<file path="src/rtl/core/rbfd_pkg.sv">
// shared types and constants for the ring buffer frame deframer
// no dependencies; imported by rbfd_ctrl, rbfd_dp and ring_buffer_frame_deframer
package rbfd_pkg;

    localparam int BUF_AW       = 10;
    localparam int BUF_DEPTH    = 1 << BUF_AW;
    localparam int LEN_W        = BUF_AW + 1;
    localparam int MAX_VERDICTS = 64;
    localparam int NV_W         = $clog2(MAX_VERDICTS + 1);

    localparam logic [7:0]       HEADER_RST  = 8'h23;
    localparam logic [LEN_W-1:0] MAX_LEN_RST = LEN_W'(1024);
    localparam logic [7:0]       TIMEOUT_RST = 8'd100;
    localparam logic [LEN_W-1:0] MIN_FRAME   = LEN_W'(11);
    localparam logic [BUF_AW-1:0] HUNT_MIN   = BUF_AW'(10);

    // request codes
    localparam logic [1:0] REQ_BYTE = 2'd0;
    localparam logic [1:0] REQ_TICK = 2'd1;
    localparam logic [1:0] REQ_READ = 2'd2;

    // register indexes
    localparam logic [1:0] REG_HEADER  = 2'd0;
    localparam logic [1:0] REG_MAX_LEN = 2'd1;
    localparam logic [1:0] REG_TIMEOUT = 2'd2;

    // result status codes
    localparam logic [2:0] ST_GOOD    = 3'd0;
    localparam logic [2:0] ST_BCC_ERR = 3'd1;
    localparam logic [2:0] ST_TIMEOUT = 3'd2;
    localparam logic [2:0] ST_OVERFLOW = 3'd3;
    localparam logic [2:0] ST_READ    = 3'd4;

    typedef enum logic [3:0] {
        S_IDLE, S_READ, S_OVF, S_HUNT, S_HDR0, S_HDR1, S_LEN0, S_LEN1,
        S_BCC_RD, S_BCC_ACC, S_FLD_RD, S_FLD_ACC, S_COMMIT, S_FINISH
    } state_t;

    typedef enum logic [4:0] {
        OP_NONE, OP_WRITE, OP_LOAD_RD, OP_LOAD_OVF, OP_TICK_START, OP_HDR0,
        OP_HI, OP_SKIP1, OP_LOCK, OP_WAIT_INC, OP_BCC_START, OP_BCC_ACC,
        OP_BCC_END, OP_TIMEOUT, OP_FLD, OP_COMMIT, OP_FLUSH
    } op_t;

    typedef enum logic [1:0] {
        RA_INPUT, RA_CONST, RA_COUNT
    } rd_sel_t;

    typedef struct packed {
        op_t               op;
        logic              rd_en;
        rd_sel_t           rd_sel;
        logic [BUF_AW-1:0] rd_off;
    } cmd_t;

    typedef struct packed {
        logic full;
        logic size_le10;
        logic locked;
        logic complete;
        logic wait_lt;
        logic hdr_match;
        logic len_ok;
        logic off_last;
        logic off_fld_end;
        logic held_valid;
        logic n_last;
        logic out_free;
    } stat_t;

    typedef struct packed {
        logic [2:0]       status;
        logic [BUF_AW-1:0] start;
        logic [LEN_W-1:0] length;
        logic [7:0]       cmd;
        logic [31:0]      total;
        logic [7:0]       seq;
    } verdict_t;

endpackage

</file>
<file path="src/rtl/core/rbfd_ctrl.sv">
// controller state machine for the frame deframer
// depends on rbfd_pkg; drives rbfd_dp through cmd_t, reads stat_t
module rbfd_ctrl
    import rbfd_pkg::*;
(
    input  logic       clk,
    input  logic       rst_n,
    input  logic       in_valid,
    output logic       in_ready,
    input  logic [1:0] req_type,
    input  stat_t      stat,
    output cmd_t       cmd
);

    state_t state_reg, state_next;

    always_ff @(posedge clk or negedge rst_n)
    begin
        if (!rst_n)
            state_reg <= S_IDLE;
        else
            state_reg <= state_next;
    end

    always_comb
    begin
        state_next = state_reg;
        case (state_reg)
            S_IDLE:
            begin
                if (in_valid)
                begin
                    case (req_type)
                        REQ_BYTE: state_next = stat.full ? S_OVF : S_IDLE;
                        REQ_TICK: state_next = S_HUNT;
                        REQ_READ: state_next = S_READ;
                        default:  state_next = S_IDLE;
                    endcase
                end
            end
            S_READ, S_OVF:
                if (stat.out_free) state_next = S_IDLE;
            S_HUNT:
            begin
                if (!stat.locked)
                    state_next = stat.size_le10 ? S_FINISH : S_HDR0;
                else if (stat.complete)
                    state_next = S_BCC_RD;
                else if (stat.wait_lt)
                    state_next = S_FINISH;
                else
                    state_next = S_FLD_RD;
            end
            S_HDR0:    state_next = S_HDR1;
            S_HDR1:    state_next = stat.hdr_match ? S_LEN0 : S_HUNT;
            S_LEN0:    state_next = S_LEN1;
            S_LEN1:    state_next = S_HUNT;
            S_BCC_RD:  state_next = S_BCC_ACC;
            S_BCC_ACC: state_next = stat.off_last ? S_FLD_RD : S_BCC_RD;
            S_FLD_RD:  state_next = S_FLD_ACC;
            S_FLD_ACC: state_next = stat.off_fld_end ? S_COMMIT : S_FLD_RD;
            S_COMMIT:
            begin
                if (!stat.held_valid || stat.out_free)
                    state_next = stat.n_last ? S_FINISH : S_HUNT;
            end
            S_FINISH:
            begin
                if (!stat.held_valid || stat.out_free)
                    state_next = S_IDLE;
            end
            default:   state_next = S_IDLE;
        endcase
    end

    always_comb
    begin
        in_ready   = (state_reg == S_IDLE);
        cmd.op     = OP_NONE;
        cmd.rd_en  = 1'b0;
        cmd.rd_sel = RA_CONST;
        cmd.rd_off = '0;
        case (state_reg)
            S_IDLE:
            begin
                if (in_valid)
                begin
                    case (req_type)
                        REQ_BYTE: if (!stat.full) cmd.op = OP_WRITE;
                        REQ_TICK: cmd.op = OP_TICK_START;
                        REQ_READ:
                        begin
                            cmd.rd_en  = 1'b1;
                            cmd.rd_sel = RA_INPUT;
                        end
                        default:  cmd.op = OP_NONE;
                    endcase
                end
            end
            S_READ: if (stat.out_free) cmd.op = OP_LOAD_RD;
            S_OVF:  if (stat.out_free) cmd.op = OP_LOAD_OVF;
            S_HUNT:
            begin
                if (!stat.locked)
                begin
                    cmd.rd_en  = !stat.size_le10;
                    cmd.rd_off = BUF_AW'(0);
                end
                else if (stat.complete)
                    cmd.op = OP_BCC_START;
                else if (stat.wait_lt)
                    cmd.op = OP_WAIT_INC;
                else
                    cmd.op = OP_TIMEOUT;
            end
            S_HDR0:
            begin
                cmd.op     = OP_HDR0;
                cmd.rd_en  = 1'b1;
                cmd.rd_off = BUF_AW'(1);
            end
            S_HDR1:
            begin
                if (stat.hdr_match)
                begin
                    cmd.rd_en  = 1'b1;
                    cmd.rd_off = BUF_AW'(8);
                end
                else
                    cmd.op = OP_SKIP1;
            end
            S_LEN0:
            begin
                cmd.op     = OP_HI;
                cmd.rd_en  = 1'b1;
                cmd.rd_off = BUF_AW'(9);
            end
            S_LEN1:    cmd.op = stat.len_ok ? OP_LOCK : OP_SKIP1;
            S_BCC_RD, S_FLD_RD:
            begin
                cmd.rd_en  = 1'b1;
                cmd.rd_sel = RA_COUNT;
            end
            S_BCC_ACC: cmd.op = stat.off_last ? OP_BCC_END : OP_BCC_ACC;
            S_FLD_ACC: cmd.op = OP_FLD;
            S_COMMIT:
                if (!stat.held_valid || stat.out_free) cmd.op = OP_COMMIT;
            S_FINISH:
                if (stat.held_valid && stat.out_free) cmd.op = OP_FLUSH;
            default:   cmd.op = OP_NONE;
        endcase
    end

    // the check walk is entered only from the hunt state or from its own accumulate step
    assert property (@(posedge clk) disable iff (!rst_n)
        (state_reg == S_BCC_RD) |-> $past(state_reg == S_HUNT || state_reg == S_BCC_ACC))
        else $error("check walk entered from wrong state");

    // a tick always ends through the finish state
    assert property (@(posedge clk) disable iff (!rst_n)
        (state_reg == S_IDLE && $past(state_reg == S_HUNT || state_reg == S_COMMIT
            || state_reg == S_HDR1 || state_reg == S_LEN1)) |-> 1'b0)
        else $error("tick left without flush");

    // the held verdict is never dropped on the way back to idle
    assert property (@(posedge clk) disable iff (!rst_n)
        (state_reg == S_FINISH && state_next == S_IDLE && stat.held_valid)
            |-> (cmd.op == OP_FLUSH))
        else $error("held verdict lost");

endmodule

</file>
<file path="config.mk">
export PLATFORM = sky130hd
export DESIGN_NAME = rbfd_ctrl
export DESIGN_NICKNAME = d
export VERILOG_FILES = /design/src/rtl/core/rbfd_pkg.sv /design/src/rtl/core/rbfd_ctrl.sv
export SDC_FILE = /design/constraint.sdc
export NUM_CORES = 1
export LEC_CHECK = 0
export BUFFER_PORTS_ARGS = -buffer_cell sky130_fd_sc_hd__buf_4
export CAP_MARGIN = 20
export CORE_MARGIN = 2
export CORE_UTILIZATION = 50
export DETAILED_ROUTE_END_ITERATION = 10
export GPL_ROUTABILITY_DRIVEN = 0
export PLACE_DENSITY_LB_ADDON = 0.2
export SLEW_MARGIN = 10
export SYNTH_ARGS = -nofsm -noshare
export SYNTH_HDL_FRONTEND = slang
export SYNTH_SLANG_ARGS = --single-unit
export TNS_END_PERCENT = 1
</file>
<file path="constraint.sdc">
create_clock -name clk -period 2.5 [get_ports clk]
set_clock_uncertainty 0.05 [all_clocks]
set_input_delay 0.25 -clock clk [delete_from_list [all_inputs] [get_ports clk]]
set_output_delay 0.25 -clock clk [all_outputs]
set_load 0.1 [all_outputs]
</file>
# After elaboration in Yosys (flattened, before gate mapping)
# Cells that the tools add are included.
# word_totals
regBits,4
input_bits,17
out_inout_bits,19
word_cells,66
# op_classes
eq_ne,19
mux,36
n_reduce_logical,10
# ops
operator,count
$pmux W5 S12,1
$pmux W4 S13,1
$mux W4,10
$eq A4 B4 Y1 const B,6
$mux W3,8
$eq A4 B3 Y1 const B,4
$mux W5,3
$pmux W4 S3,1
$eq A4 B2 Y1 const B,2
$mux W2,4
$mux W8,1
$ne A2 B2 Y1 const B,4
$pmux W2 S3,1
$pmux W3 S2,1
$eq A4 B1 Y1 const B,1
$logic_not A4 Y1,1
$pmux W1 S4,1
$pmux W2 S2,1
$reduce_and A4 Y1,1
$reduce_or A2 Y1,2
$reduce_or A4 Y1,1
$mux W1,3
$eq A2 B1 Y1 const B,1
$eq A2 B2 Y1 const B,1
4 further kinds,5

# Logic depth before layout (Yosys ltp)
# depth
word_depth,4
mapped_depth,7
mapped_depth_nobuf,7

# Least setup slack after synthesis
# No wires, ideal clock.
# synth_path
path_kind,register -> output
from,register state_reg[0]
to,output cmd[12] (netlist bit)
t_arrival_ps,4850
required_time_ps,2200
setup_slack_ps,-2650
path_stages_with_launch,6
n_path_buf,2
cell_sequence,dfrtp_1 > buf_2 > buf_2 > nor2_1 > a31oi_1 > o21ai_0
# synth_lines
item,line,rtl
from (decl),rbfd_ctrl.sv:15,"state_t state_reg, state_next;"
from (signal assigned),rbfd_ctrl.sv:22,state_reg <= state_next;
to (decl),rbfd_ctrl.sv:12,output cmd_t cmd

==> out/results.md <==
| Stage | Quantity | Reported |
|:---|:---|:---|
| run status | Status | completed |
| cells and area | Area growth from synthesis to layout | 25.5% |
| critical path | Category of the most critical setup path | reg -> out |
| cells and area | Number of flip-flops under the largest register name | 4 |
| cells and area | Most common cell after layout, fill and taps aside | buf_4 |
| logic synthesis | Largest cells by area after synthesis | dfrtp_1, buf_4, nand2_1 |
| cells and area | Count of nets after finishing | 162 |
| sta | Max-slew violation total from the final report | 0 |
| logic synthesis | Syn avg cell area | 7.23 µm² |
| global route | Maximum number of pins on one net before global-route repair | 15 |
| global route | Global Route Usage Sum | 23.9% |
| global route | Remaining global-route overflow | 0 |
| clock network | Post-CTS Repair Setup Buffers | 0 |
| clock network | Total clock sinks | 4 |
| critical path | Largest fanout on the critical path | 14 |
| routing | Iteration-0 DRC Markers | 39 |
| cells and area | Diode insertion count for antenna repair | 0 |
| logic synthesis | Fraction of synthesized cell area taken by the top area cell type | 12.1% |
| sta | Number of setup violations in the final report | 0 |
| global route | First-pass GRT wire length | 3.57 mm |
| critical path | R2r endpoint | state_reg[2] |
| clock network | Number of H-tree levels | 1 |
| global route | Met2 usage in global routing | 40.0% |
| logic synthesis | Library cell with the largest summed area after synthesis | dfrtp_1 |
| sta | Final Hold Vio Count | 0 |
| logic synthesis | #FFs+latches synth | 4 |
| placement | Estimated wirelength of the detail-placed design | 1.77 mm |
| routing | DRC viols | 0 |
| floorplanning | Y dimension of the die | 44.6 µm |
| logic synthesis | Synthesis warning total | 0 |
| logic synthesis | Gate count after technology mapping | 114 |
| routing | Detailed Routing Iterations Pass 1 | 4 |
| critical path | Cell type group with the largest total delay on the critical path | flip-flops |
| placement | Placed cell count | 152 |
| floorplanning | Row Count | 14 |
| critical path | Startpoint Class | register |
| floorplanning | Initial core utilization | 54.1% |
| placement | Worst setup slack before clock tree synthesis | 0.465 ns |
| clock network | Clock latency on the worst-skew pair | 0.23 ns |
| cells and area | Filler Cells Inserted | 145 |
| critical path | Logic depth of the worst register-to-register path | 5 |
| sta | Fmax | 437 MHz |
| logic synthesis | Fraction of registers with async set or reset after synthesis | 100% |
| logic synthesis | Ys flop type | dfrtp_1 |
| clock network | Clock root buffer master | clkbuf_4 |
| critical path | Highest cell delay on the worst timing path | 0.64 ns |
| global route | GRT met1 Usage | 30.7% |
| routing | Count of vias placed by the detailed router | 922 |
| critical path | Cell chain of the critical path | inv_2, a21o_1, o31a_1, o31a_1, nand4_1, buf_4 |
| routing | Routed WL per cell | 14.3 µm |
| clock network | Clock transition at the registers of the reported paths | 0.04 ns |
| critical path | Nature of the critical path endpoint | primary output |
| pwr | Power density over cell area | 931 nW/µm² |
| critical path | Max stage delay cell, worst path | dfrtp_1 |
| pwr | Maximum resistive drop on vdd | 0.000701 V |
| floorplanning | IO Count | 36 |
| pwr | Static Leak | 0.493 nW |
| cells and area | Final Instance Count excl. Fillers | 156 |
| global route | Initial antenna violation count | 0 |
| global route | Number of global-route vias before repair | 821 |
| sta | Setup repair after global routing missed its margin | no |
| global route | Busiest layer in global routing | met2 |
| routing | Remaining antenna violation count after routing | 0 |
| critical path | Critical Path Most Common Cell | o31a_1 |
| floorplanning | Area of the core | 1520 µm² |
| logic synthesis | Sequential share of the synthesized area | 12.1% |
| critical path | Reg2reg start | state_reg[2] |
| clock network | TritonCTS clock tree | done |
| sta | Setup slack after layout | 0.210 ns |
| clock network | Quantity of hold-fixing buffers added after cts | 1 |
| worst hold path | Type of the most critical hold path | in -> async |
| clock network | Buffer depth of the longest clock path | 2 |
| cells and area | Fraction of final layout cells with drive strength greater than 1 | 32.1% |
| sta | Post-route fraction of the period consumed by the critical path | 91.6% |
| routing | Routed via count divided by cell count | 5.91 |
| clock network | Post-cts gate resize count | 0 |
| floorplanning | DIE WIDTH | 44.6 µm |
| critical path | Data required time of the critical path | 2.20 ns |
| critical path | Count of buffer and inverter cells on the critical path | 2 |
| run | MaxCap Viol Count | 0 |
| sta | Final period demand of the worst path | 2.29 ns |
| logic synthesis | Number of unique standard cell types used by synthesis | 45 |
| floorplanning | Die footprint | 1990 µm² |
| logic synthesis | Number of flops mapped to enable cells by yosys | 0 |
| global route | Met3 Use GR | 2.86% |
| logic synthesis | Syn Std Cell Area | 825 µm² |
| routing | Post-detailed-routing wire length | 2.23 mm |
| critical path | Reg2Reg Setup Slack | 0.67 ns |
| cells and area | Top library cells by usage in the layout, fill and taps aside | buf_4, nand2_1, conb_1 |
| critical path | Arrival time at the worst endpoint | 1.99 ns |
| clock network | Number of CTS-inserted buffers | 3 |
| placement | PortBufs | 27 |
[area by class of cell]
class                   count  area (µm²)  area share, %
multi-input cells          96         631           60.9
repair buffers             32         243           23.5
flip-flops and latches      4         100           9.67
clock buffers               3        22.5           2.18
well taps                  16        20.0           1.93
inverters                   5        18.8           1.81
[cells by family after synthesis]
kind of cell / after synthesis / share of synthesized area (%)
AO/OA/AOI/OAI: 31 / 27.6
XOR/XNOR: 1 / 1.06
adder cells (fa/ha/maj): 3 / 4.55
buffers and inverters: 21 / 16.1
flip-flops: 4 / 12.1
multiplexers: 1 / 1.21
other: 1 / 0.455
AND/OR/NAND/NOR: 52 / 36.9
[cell usage after synthesis (2+ instances only)]
cell and number:
a21oi_1 4, a31oi_1 2, a32oi_1 4, and2_1 2
buf_2 4, buf_4 9, buf_6 2, dfrtp_1 4
ha_1 3, inv_1 4, nand2_1 15, nand2b_1 6
nand3_1 4, nand3b_1 2, nand4_1 2, nor2_1 7
nor2b_1 3, nor3_1 3, o21ai_0 5, o21ai_1 3
o31a_1 2
[stage by stage]
step | instance area, µm² | total power [mW] | util [%] | hold slack, ns | TNS, ns
floorplan | 863 | 0.750 | - | -0.0956 | -2.70
global placement | 1000 | 0.871 | 65.8 | -0.00476 | 0
detailed placement | 1000 | 0.878 | 65.8 | -0.00396 | 0
CTS | 1030 | 0.960 | 67.9 | 0.295 | 0
global route | 1030 | 1.01 | 67.9 | 0.311 | 0
finish | 1030 | 0.963 | 67.9 | 0.304 | 0
[where the power goes]
group	total (mW)	switching, mW	internal [mW]
Combinational	0.761	0.555	0.206
Clock	0.0795	0.0259	0.0537
Sequential	0.123	0.0447	0.0784
[layer usage]
metal	share of wire [%]	wire, µm
met5	0	0
met1	43	969
met2	49	1100
met3	7.0	155
met4	0.40	9
[how the worst max path moves through the flow]
stage / start / endpoint / slack [ns] / cells past startpoint
floorplan: state_reg[3] / cmd[12] / -0.98 / 4
global placement: state_reg[1] / cmd[13] / 0.50 / 6
detailed placement: state_reg[1] / cmd[13] / 0.46 / 6
CTS: state_reg[1] / cmd[13] / 0.21 / 6
global route: state_reg[1] / cmd[13] / 0.09 / 6
finish: state_reg[1] / cmd[13] / 0.21 / 6
(Power assumes the default switching activity.)
